`src/sv/assert_macros.svh`:
```
// Assertion helpers, compiled out when SYNTH is defined.
`ifndef ASSERT_MACROS_SVH
`define ASSERT_MACROS_SVH

`ifndef SYNTH

// Property checked on every rising clock edge, disabled during reset.
`define KNC_ASSERT(lbl, prop) \
  lbl: assert property (@(posedge clk_i) disable iff (!rst_ni) (prop)) \
    else $error("knc assertion failed");

// Same check, but also active while reset is asserted.
`define KNC_ASSERT_ALWAYS(lbl, prop) \
  lbl: assert property (@(posedge clk_i) (prop)) \
    else $error("knc assertion failed");

`else

`define KNC_ASSERT(lbl, prop)
`define KNC_ASSERT_ALWAYS(lbl, prop)

`endif

`endif

```
`src/sv/knc_pkg.sv`:
```
`timescale 1ns / 1ps

package knc_pkg;

  localparam int MAX_KEPT   = 8;
  localparam int COORD_W    = 16;
  localparam int SQ_W       = 2 * COORD_W;
  localparam int DIST_W     = 2 * COORD_W + 2;
  localparam int CNT_W      = $clog2(MAX_KEPT + 1);
  localparam int IDX_W      = (MAX_KEPT > 1) ? $clog2(MAX_KEPT) : 1;
  localparam int WANT_W     = 4;
  localparam int CFG_IDX_W  = 2;
  localparam int CFG_DATA_W = 16;

  localparam logic KIND_TRIM  = 1'b0;
  localparam logic KIND_ENTRY = 1'b1;

  typedef struct packed {
    logic signed [COORD_W-1:0] x;
    logic signed [COORD_W-1:0] y;
    logic signed [COORD_W-1:0] z;
    logic [DIST_W-1:0]         dsq;
  } entry_t;

  typedef enum logic [1:0] {
    SEL_HOLD,
    SEL_NEW,
    SEL_LEFT,
    SEL_RIGHT
  } cell_sel_e;

  typedef enum logic [CFG_IDX_W-1:0] {
    REG_TARGET_X,
    REG_TARGET_Y,
    REG_TARGET_Z,
    REG_WANTED
  } cfg_reg_e;

endpackage

```
`src/sv/knc_cell.sv`:
```
`timescale 1ns / 1ps

module knc_cell (
  input  logic                       clk_i,
  input  knc_pkg::cell_sel_e         sel_i,
  input  knc_pkg::entry_t            new_i,
  input  knc_pkg::entry_t            left_i,
  input  knc_pkg::entry_t            right_i,
  input  logic [knc_pkg::DIST_W-1:0] d_i,
  output knc_pkg::entry_t            entry_o,
  output logic                       lt_o,
  output logic                       le_o
);

  knc_pkg::entry_t entry_q, entry_d;

  always_comb begin
    case (sel_i)
      knc_pkg::SEL_NEW:   entry_d = new_i;
      knc_pkg::SEL_LEFT:  entry_d = left_i;
      knc_pkg::SEL_RIGHT: entry_d = right_i;
      default:            entry_d = entry_q;
    endcase
  end

  always_ff @(posedge clk_i) begin
    entry_q <= entry_d;
  end

  assign entry_o = entry_q;
  assign lt_o    = entry_q.dsq < d_i;
  assign le_o    = entry_q.dsq <= d_i;

endmodule

```
`src/sv/k_nearest_candidate_list_top.sv`:
```
`timescale 1ns / 1ps
// The trim answer is registered once the request has passed the diff, square, sum and
// insert steps; a new request is stalled until the row is back in idle, and a query end
// first shifts every kept entry out of the row. Output stalls hold insert and shift-out.
// Reset clears control state and the kept count; targets go to 0, wanted count to 1.
// Kept entries hold no reset value; only entries below the count are ever read.
`include "assert_macros.svh"

module k_nearest_candidate_list_top (
  input  logic                                  clk_i,
  input  logic                                  rst_ni,
  input  logic                                  cfg_we_i,
  input  logic [knc_pkg::CFG_IDX_W-1:0]         cfg_idx_i,
  input  logic [knc_pkg::CFG_DATA_W-1:0]        cfg_data_i,
  input  logic                                  in_valid_i,
  output logic                                  in_stall_o,
  input  logic signed [knc_pkg::COORD_W-1:0]    point_x_i,
  input  logic signed [knc_pkg::COORD_W-1:0]    point_y_i,
  input  logic signed [knc_pkg::COORD_W-1:0]    point_z_i,
  input  logic                                  query_end_i,
  output logic                                  out_valid_o,
  input  logic                                  out_stall_i,
  output logic                                  result_kind_o,
  output logic                                  trim_ok_o,
  output logic signed [knc_pkg::COORD_W-1:0]    entry_x_o,
  output logic signed [knc_pkg::COORD_W-1:0]    entry_y_o,
  output logic signed [knc_pkg::COORD_W-1:0]    entry_z_o,
  output logic [knc_pkg::DIST_W-1:0]            entry_dist_o,
  output logic                                  run_last_o
);

  localparam logic [2:0] S_IDLE = 3'd0;
  localparam logic [2:0] S_SQ   = 3'd1;
  localparam logic [2:0] S_SUM  = 3'd2;
  localparam logic [2:0] S_INS  = 3'd3;
  localparam logic [2:0] S_EMIT = 3'd4;

  localparam int CNT_W = knc_pkg::CNT_W;
  localparam int IDX_W = knc_pkg::IDX_W;
  localparam int CW    = knc_pkg::COORD_W;

  // configuration
  logic signed [CW-1:0]          tgt_x_q, tgt_y_q, tgt_z_q;
  logic [knc_pkg::WANT_W-1:0]    want_q;

  always_ff @(posedge clk_i or negedge rst_ni) begin
    if (!rst_ni) begin
      tgt_x_q <= '0;
      tgt_y_q <= '0;
      tgt_z_q <= '0;
      want_q  <= knc_pkg::WANT_W'(1);
    end else if (cfg_we_i) begin
      unique case (knc_pkg::cfg_reg_e'(cfg_idx_i))
        knc_pkg::REG_TARGET_X: tgt_x_q <= cfg_data_i;
        knc_pkg::REG_TARGET_Y: tgt_y_q <= cfg_data_i;
        knc_pkg::REG_TARGET_Z: tgt_z_q <= cfg_data_i;
        knc_pkg::REG_WANTED:   want_q  <= cfg_data_i[knc_pkg::WANT_W-1:0];
      endcase
    end
  end

  // control
  logic [2:0]       state_q, state_d;
  logic [CNT_W-1:0] cnt_q, cnt_d;
  logic             in_acc, slot_free;

  assign in_stall_o = state_q != S_IDLE;
  assign in_acc     = in_valid_i && !in_stall_o;
  assign slot_free  = !out_valid_o || !out_stall_i;

  // distance datapath
  logic signed [CW-1:0]          pt_x_q, pt_y_q, pt_z_q;
  logic                          qend_q;
  logic signed [CW:0]            dx_q, dy_q, dz_q;
  logic signed [2*CW+1:0]        prod_x, prod_y, prod_z;
  logic [knc_pkg::SQ_W-1:0]      sq_x_q, sq_y_q, sq_z_q;
  logic [knc_pkg::DIST_W-1:0]    sum_q;

  assign prod_x = dx_q * dx_q;
  assign prod_y = dy_q * dy_q;
  assign prod_z = dz_q * dz_q;

  always_ff @(posedge clk_i) begin
    if (in_acc) begin
      pt_x_q <= point_x_i;
      pt_y_q <= point_y_i;
      pt_z_q <= point_z_i;
      qend_q <= query_end_i;
      dx_q   <= {point_x_i[CW-1], point_x_i} - {tgt_x_q[CW-1], tgt_x_q};
      dy_q   <= {point_y_i[CW-1], point_y_i} - {tgt_y_q[CW-1], tgt_y_q};
      dz_q   <= {point_z_i[CW-1], point_z_i} - {tgt_z_q[CW-1], tgt_z_q};
    end
    if (state_q == S_SQ) begin
      sq_x_q <= prod_x[knc_pkg::SQ_W-1:0];
      sq_y_q <= prod_y[knc_pkg::SQ_W-1:0];
      sq_z_q <= prod_z[knc_pkg::SQ_W-1:0];
    end
    if (state_q == S_SUM) begin
      sum_q <= {2'b00, sq_x_q} + {2'b00, sq_y_q} + {2'b00, sq_z_q};
    end
  end

  // cell row
  knc_pkg::entry_t    new_e;
  knc_pkg::entry_t    cell_e [knc_pkg::MAX_KEPT];
  knc_pkg::cell_sel_e sel    [knc_pkg::MAX_KEPT];
  logic [knc_pkg::MAX_KEPT-1:0] lt, le;

  assign new_e = '{x: pt_x_q, y: pt_y_q, z: pt_z_q, dsq: sum_q};

  for (genvar g = 0; g < knc_pkg::MAX_KEPT; g++) begin : g_cell
    knc_pkg::entry_t left_e, right_e;
    if (g == 0) begin : g_first
      assign left_e = new_e;
    end else begin : g_mid
      assign left_e = cell_e[g-1];
    end
    if (g == knc_pkg::MAX_KEPT - 1) begin : g_last
      assign right_e = cell_e[g];
    end else begin : g_inner
      assign right_e = cell_e[g+1];
    end
    knc_cell u_cell (
      .clk_i   (clk_i),
      .sel_i   (sel[g]),
      .new_i   (new_e),
      .left_i  (left_e),
      .right_i (right_e),
      .d_i     (sum_q),
      .entry_o (cell_e[g]),
      .lt_o    (lt[g]),
      .le_o    (le[g])
    );
  end

  // insertion decision
  logic [CNT_W-1:0]             n_eff, cnt_eff, cnt_new;
  logic                         full, accept, trim;
  logic [knc_pkg::MAX_KEPT-1:0] ltm;
  logic                         prev;

  always_comb begin
    if (int'(want_q) > knc_pkg::MAX_KEPT) n_eff = CNT_W'(knc_pkg::MAX_KEPT);
    else                                  n_eff = CNT_W'(want_q);
    full   = cnt_q >= n_eff;
    accept = (n_eff != '0) &&
             (!full || ((cnt_q != '0) && !le[IDX_W'(cnt_q - CNT_W'(1))]));
    cnt_eff = (full && accept) ? cnt_q - CNT_W'(1) : cnt_q;
    for (int i = 0; i < knc_pkg::MAX_KEPT; i++) begin
      ltm[i] = lt[i] && (CNT_W'(i) < cnt_eff);
    end
    if (!accept)             trim = 1'b1;
    else if (!full)          trim = 1'b0;
    else if (cnt_eff == '0)  trim = 1'b1;
    else                     trim = ltm[IDX_W'(cnt_eff - CNT_W'(1))];
    cnt_new = accept ? cnt_eff + CNT_W'(1) : cnt_q;
  end

  // output register
  logic            out_valid_d, kind_q, kind_d, trim_q, trim_d, last_q, last_d;
  knc_pkg::entry_t oent_q, oent_d;

  always_comb begin
    state_d     = state_q;
    cnt_d       = cnt_q;
    out_valid_d = out_valid_o && out_stall_i;
    kind_d      = kind_q;
    trim_d      = trim_q;
    last_d      = last_q;
    oent_d      = oent_q;
    prev        = 1'b1;
    for (int i = 0; i < knc_pkg::MAX_KEPT; i++) sel[i] = knc_pkg::SEL_HOLD;

    unique case (state_q)
      S_IDLE: if (in_acc) state_d = S_SQ;
      S_SQ:   state_d = S_SUM;
      S_SUM:  state_d = S_INS;
      S_INS: begin
        if (slot_free) begin
          if (accept) begin
            // entries closer than the new point stay, the slot after them loads it
            for (int i = 0; i < knc_pkg::MAX_KEPT; i++) begin
              if (ltm[i])    sel[i] = knc_pkg::SEL_HOLD;
              else if (prev) sel[i] = knc_pkg::SEL_NEW;
              else           sel[i] = knc_pkg::SEL_LEFT;
              prev = ltm[i];
            end
          end
          out_valid_d = 1'b1;
          kind_d      = knc_pkg::KIND_TRIM;
          trim_d      = trim;
          last_d      = !qend_q || (cnt_new == '0);
          oent_d      = '0;
          if (qend_q && (cnt_new != '0)) begin
            cnt_d   = cnt_new;
            state_d = S_EMIT;
          end else begin
            cnt_d   = qend_q ? '0 : cnt_new;
            state_d = S_IDLE;
          end
        end
      end
      S_EMIT: begin
        if (slot_free) begin
          for (int i = 0; i < knc_pkg::MAX_KEPT; i++) sel[i] = knc_pkg::SEL_RIGHT;
          out_valid_d = 1'b1;
          kind_d      = knc_pkg::KIND_ENTRY;
          trim_d      = 1'b0;
          last_d      = cnt_q == CNT_W'(1);
          oent_d      = cell_e[0];
          cnt_d       = cnt_q - CNT_W'(1);
          if (cnt_q == CNT_W'(1)) state_d = S_IDLE;
        end
      end
      default: state_d = S_IDLE;
    endcase
  end

  always_ff @(posedge clk_i or negedge rst_ni) begin
    if (!rst_ni) begin
      state_q     <= S_IDLE;
      cnt_q       <= '0;
      out_valid_o <= 1'b0;
    end else begin
      state_q     <= state_d;
      cnt_q       <= cnt_d;
      out_valid_o <= out_valid_d;
    end
  end

  always_ff @(posedge clk_i) begin
    kind_q <= kind_d;
    trim_q <= trim_d;
    last_q <= last_d;
    oent_q <= oent_d;
  end

  assign result_kind_o = kind_q;
  assign trim_ok_o     = trim_q;
  assign entry_x_o     = oent_q.x;
  assign entry_y_o     = oent_q.y;
  assign entry_z_o     = oent_q.z;
  assign entry_dist_o  = oent_q.dsq;
  assign run_last_o    = last_q;

  `KNC_ASSERT(a_cnt_bound, int'(cnt_q) <= knc_pkg::MAX_KEPT)
  `KNC_ASSERT(a_emit_nonempty, (state_q == S_EMIT) |-> (cnt_q != '0))
  `KNC_ASSERT(a_trim_first, (state_q == S_INS && slot_free) |=> (out_valid_o && !result_kind_o))
  `KNC_ASSERT(a_emit_sorted, (state_q == S_EMIT && slot_free && cnt_q > CNT_W'(1)) |=> (cell_e[0].dsq >= $past(cell_e[0].dsq)))

endmodule
```
`config.mk`:
```
export PLATFORM = sky130hd
export DESIGN_NAME = k_nearest_candidate_list_top
export DESIGN_NICKNAME = d
export VERILOG_FILES = /design/src/sv/knc_pkg.sv /design/src/sv/knc_cell.sv /design/src/sv/k_nearest_candidate_list_top.sv
export VERILOG_INCLUDE_DIRS = /design/src /design/src/sv
export SDC_FILE = /design/constraint.sdc
export NUM_CORES = 2
export LEC_CHECK = 0
export BUFFER_PORTS_ARGS = -buffer_cell sky130_fd_sc_hd__buf_2
export CORE_ASPECT_RATIO = 1.4
export CORE_MARGIN = 5
export CORE_UTILIZATION = 41
export DETAILED_ROUTE_END_ITERATION = 8
export GPL_TIMING_DRIVEN = 0
export HOLD_SLACK_MARGIN = 0.15
export PLACE_DENSITY = 0.61
export REMOVE_ABC_BUFFERS = 1
export SETUP_SLACK_MARGIN = 0.15
export SYNTH_ARGS = -nofsm -noshare
export SYNTH_HDL_FRONTEND = slang
export SYNTH_HIERARCHICAL = 1
export SYNTH_SLANG_ARGS = --single-unit
```
`constraint.sdc`:
```
create_clock -name clk_i -period 22.3 [get_ports clk_i]
set_input_delay 2.23 -clock clk_i [delete_from_list [all_inputs] [get_ports clk_i]]
set_output_delay 2.23 -clock clk_i [all_outputs]
set_load 0.05 [all_outputs]
```
; Word-level counts from Yosys, hierarchy flattened
; Cells that the tools add are included.
[classes]
add_sub_neg = 8
multipliers = 3
magnitude_cmp = 28
n_eq_ne = 35
n_mux = 61
n_reduce_logical = 48
[op_table]
columns = operator, n
row1 = case mux 82 bit (3 select lines), 6
row2 = case mux 82 bit (2 select lines), 3
row3 = less-or-equal comparator 34 bit, 8
row4 = less-than comparator 34 bit, 8
row5 = 2-to-1 mux 82 bit, 2
row6 = multiplier 17 x 17 -> 32 bit, 3
row7 = subtractor 16 x 16 -> 17 bit, 3
row8 = adder 33 x 32 -> 34 bit, 1
row9 = "== test 2 bit, second input constant", 17
row10 = adder 32 x 32 -> 33 bit, 1
row11 = case mux 16 bit (2 select lines), 1
row12 = 2-to-1 mux 15 bit, 2
row13 = 2-to-1 mux 2 bit, 14
row14 = 2-to-1 mux 4 bit, 7
row15 = nonzero test 3 bit, 7
row16 = "== test 2 x 1 -> 1 bit, second input constant", 9
row17 = "less-than comparator 3 x 4 -> 1 bit, first input constant", 4
row18 = 2-to-1 mux 16 bit, 1
row19 = 2-to-1 mux 3 bit, 5
row20 = case mux 3 bit (5 select lines), 1
row21 = logical AND 1 bit, 14
row22 = 2-to-1 mux 1 bit, 13
row23 = nonzero test 4 bit, 3
row24 = zero test 4 bit, 2
row25 = 25 further kinds, 48
[word_totals]
register_bits = 1031
input_bits = 72
out_inout_bits = 87
word_cells = 240

; Logic depth before layout (Yosys ltp)
[logic_depth]
word_depth = 19
depth_mapped = 27
ltp_nobuf = 24

; Modules after synthesis
; Netlist, hierarchy kept.
[by_module_without_submodules]
columns = mod, n_inst, cells_per_inst, area_per_inst_um2, seq_area_each_um2
row1 = k_nearest_candidate_list_top, 1, 4436, 46094.2, 10871.7
row2 = knc_cell, 8, 478, 4973.5, 2462.4

; Worst setup path after synthesis
; No wires, ideal clock.
[synth_path]
path_type = register to register
from = register state_q[2]
to = register sq_x_q[0] (netlist name) (enable)
setup_ns = 0.678
t_arrival_ns = 7.376
t_required_ns = 21.622
slack_ns = 14.246
path_stages_with_launch = 3
path_buffers = 1
synth_period_minus_slack_ns = 8.054
path_cell_list = dfrtp_1 clkbuf_1 nor3b_1
[synth_between]
elab_chain_cells = 1
[synth_rtl]
columns = item, line_no
row1 = from (decl), k_nearest_candidate_list_top.sv:63  ; logic [2:0] state_q, state_d;
row2 = from (signal assigned), k_nearest_candidate_list_top.sv:225  ; state_q <= state_d;
row3 = == test 3 x 1 -> 1 bit, k_nearest_candidate_list_top.sv:93  ; if (state_q == S_SQ) begin
row4 = to (signal assigned), k_nearest_candidate_list_top.sv:94  ; sq_x_q <= prod_x[knc_pkg::SQ_W-1:0];
row5 = to (decl), k_nearest_candidate_list_top.sv:76  ; logic [knc_pkg::SQ_W-1:0] sq_x_q, sq_y_q, sq_z_q;
; Every way passes these cells.
; A chain may end at the register's enable or synchronous reset.

==> results.py <==
metrics = {
    "status": {
        "status": "completed",
    },
    "worst_setup_path": {
        "worstSetupPathType": "reg -> reg",
        "path_max_fanout": 44,
        "crit_path_start": "sum_q[15]$_DFFE_PP_",
        "critPathCaptureType": "flop",
        "cp.required_ps": 22670,
        "rr_startpoint": "sum_q[15]$_DFFE_PP_",
        "critPathArrivalTime_ps": 9140,
        "start_kind": "flop",
    },
    "detailed_routing": {
        "wl_met3_mm": 12.7,
        "met1_length_mm": 91.2,
        "routed_wl_mm": 240,
        "drcViolationCount": 0,
        "drt-wirelength-per-cell_um": 21.6,
        "met2WireLength_mm": 123,
        "vias": 59721,
        "viasPerCell": 5.38,
        "ant_nets": 0,
        "top_layer_used": "met5",
        "drtIter0Drc": 3893,
        "firstDrtPassIters": 5,
    },
    "floorplanning": {
        "die_x_um": 397,
        "io-pin-count": 159,
        "core_sq_um": 208000,
        "row_count": 198,
        "die_height_um": 552,
        "dieArea_sq_um": 219000,
        "initial_utilization_pct": 41.3,
    },
    "finish": {
        "multi_input_area_sq_um": 49000,
        "drive_gt1_share_pct": 6.39,
        "regArea_sq_um": 30600,
        "final_nets": 9794,
        "area_growth_syn_to_layout_pct": 10.1,
        "fillerInstances": 19315,
    },
    "clock_network": {
        "hold_buffers": 0,
        "cts_setup_buffers": 0,
        "path_clk_slew_ps": 80,
        "numClockSinks": 1028,
        "clock_latency_ps": 730,
        "clock_path_buffers": 3,
        "htree_levels": 3,
        "cts_buffers": 102,
        "cts_tree": "built",
        "post_cts_resized": 0,
        "root_buffer": "clkbuf_16",
    },
    "min_path": {
        "hold_path_class": "reg -> reg",
        "min_from": "tgt_z_q[5]$_DFFE_PN0P_",
    },
    "grt": {
        "grt_max_degree": 88,
        "grt_pass1_wl_mm": 367,
        "grt_pass1_vias": 62926,
        "antenna_found_initial": 21,
        "grt_remaining_overflow": 0,
        "grt_usage_pct": 21.8,
    },
    "synth": {
        "synth_edf_count": 968,
        "syn-cell-area_sq_um": 85900,
        "synth-seq-cells": 1028,
        "synth.distinct_cells": 95,
        "syn_area_per_cell_sq_um": 10.4,
        "ys_seq_area_share_pct": 35.6,
        "yosysWarningCount": 6,
        "async_reset_ff_share_pct": 5.84,
        "synth_ff_type": "edfxtp_1",
        "netlist_instances": 8260,
    },
    "timing": {
        "slew_violations": 0,
        "hold_violations": 0,
        "min_period_ps": 8770,
        "finClkSkew_ps": 43.2,
        "slew_headroom_pct": 6.79,
        "fmax_mhz": 114,
        "final.setup.tns_ps": 0,
        "min_period_over_period_pct": 39.3,
        "max_slew.worst_pin.slew_ps": 1390,
        "setup_violations": 0,
        "rsz0062_at_grt": "no",
    },
    "placement": {
        "portBuffers": 158,
        "routabilityCongestion": 0.884,
        "dp_hpwl_mm": 182,
    },
    "job": {
        "drv_cap": 0,
    },
}
## metal layers
metal  vias up  global-route usage [%]
li1      27878                       -
met1     29788                    25.4
met2      1608                    40.0
met3       435                    2.79
met4        12                    10.0
met5         -                       0
## sequential cells by signal, indices dropped and copies added, names as in the netlist, 17 cells and up
register	flops
g_cell.u_cell/entry_o	656
entry_dist_o	34
sq_z_q	31
sq_x_q	31
sum_q	34
dy_q	17
dz_q	17
dx_q	17
sq_y_q	31
## layout by cell type, fill, tap and decap left out, types with 80 or more instances in the layout
cell	instances
and3_1	101
ha_1	615
edfxtp_1	968
a21oi_1	867
fa_1	803
xnor2_1	155
buf_2	157
clkbuf_16	102
nor2_1	815
nand3_1	80
and2_1	170
inv_1	1415
nand2_1	412
o21ai_0	126
mux2i_1	662
## final timing paths
path                                                          endpoint  slack [ps]  depth (start not counted)
worst max-delay path            g_cell[5].u_cell/entry_o[73]$_DFFE_PP_       13530                         22
worst max register to register  g_cell[5].u_cell/entry_o[73]$_DFFE_PP_       13530                         22
worst min register to register                  tgt_z_q[5]$_DFFE_PN0P_         510                          1
min in group asynchronous                      tgt_x_q[11]$_DFFE_PN0P_        1380                          1
max in group asynchronous                       state_q[2]$_DFFE_PN0P_       20260                          2
worst min-delay path                            tgt_z_q[5]$_DFFE_PN0P_         510                          1
## worst max-delay path, cell delays in order (launching register included)
cell	delay [ps]
edfxtp_1	800
inv_1	100
ha_1	340
nand4_1	230
nor3_1	180
a221oi_1	590
o22ai_1	210
a2111oi_1	1150
a31o_1	190
mux2_2	190
nor3_2	60
a2111oi_4	560
nor3_4	140
mux2i_1	460
inv_1	90
ha_1	270
nor3_1	270
o21ai_0	230
inv_1	260
a21o_4	420
buf_16	350
or2_4	790
buf_16	360
## synthesized netlist by cell type, types with 17 or more instances
cell type,instances,area (sq um)
clkbuf_1,263,987
or3_1,28,175
o211ai_1,21,158
or2_2,17,106
a21o_1,50,375
ha_1,615,7690
xnor2_1,155,1360
nand2b_1,26,163
nand3_1,80,400
buf_1,48,180
a21oi_1,868,4340
o21ai_0,136,681
dfrtp_1,59,1480
a221oi_1,29,254
inv_1,1416,5320
nor2b_1,58,363
nand4_1,45,282
nor3_1,60,300
mux2_2,41,462
fa_1,803,16100
a211oi_1,26,195
and3_1,101,632
nand2_1,416,1560
o21a_1,25,188
edfxtp_1,968,29100
nor2_1,817,3070
and2_1,170,1060
mux2i_1,662,6630
xor2_1,41,359
## kinds of logic (layout without fill, tap and decap cells)
kind of cell	Yosys count	after routing	synth area share, %
AO/OA/AOI/OAI	1298	1298	8.63
XOR/XNOR	197	197	2.03
adder cells (fa/ha/maj)	1418	1418	27.7
buffers and inverters	1736	1866	7.61
flip-flops	1028	1028	35.6
multiplexers	704	704	8.27
other	1	10	0.00437
AND/OR/NAND/NOR	1878	1878	10.2
## final cells by class
class | instances | share of cell area (%)
antenna | 7 | 0.0185
clock buffer | 126 | 2.84
clock inverter | 66 | 0.856
inverter | 1422 | 5.65
multi-input combinational | 5498 | 51.8
sequential | 1028 | 32.3
tap | 2700 | 3.57
timing repair buffer | 252 | 2.93
## metrics by stage
step / area [sq um] / hold slack, ps / util [%] / setup WS [ps] / instances
6_report: 94600 / 511 / 45.4 / 13530 / 11099
2_1_floorplan: 84700 / 479 / - / 7290 / 7948
3_3_place_gp: 88900 / 487 / 42.7 / -2790 / 10806
5_1_grt: 94600 / 511 / 45.4 / 13250 / 11094
3_5_place_dp: 91100 / 493 / 43.8 / 13680 / 10900
4_1_cts: 94600 / 508 / 45.4 / 13640 / 11092
Power is left out: the tool's default activity adds up to more than one toggle a clock period on the data nets, which glitch-free logic cannot reach.
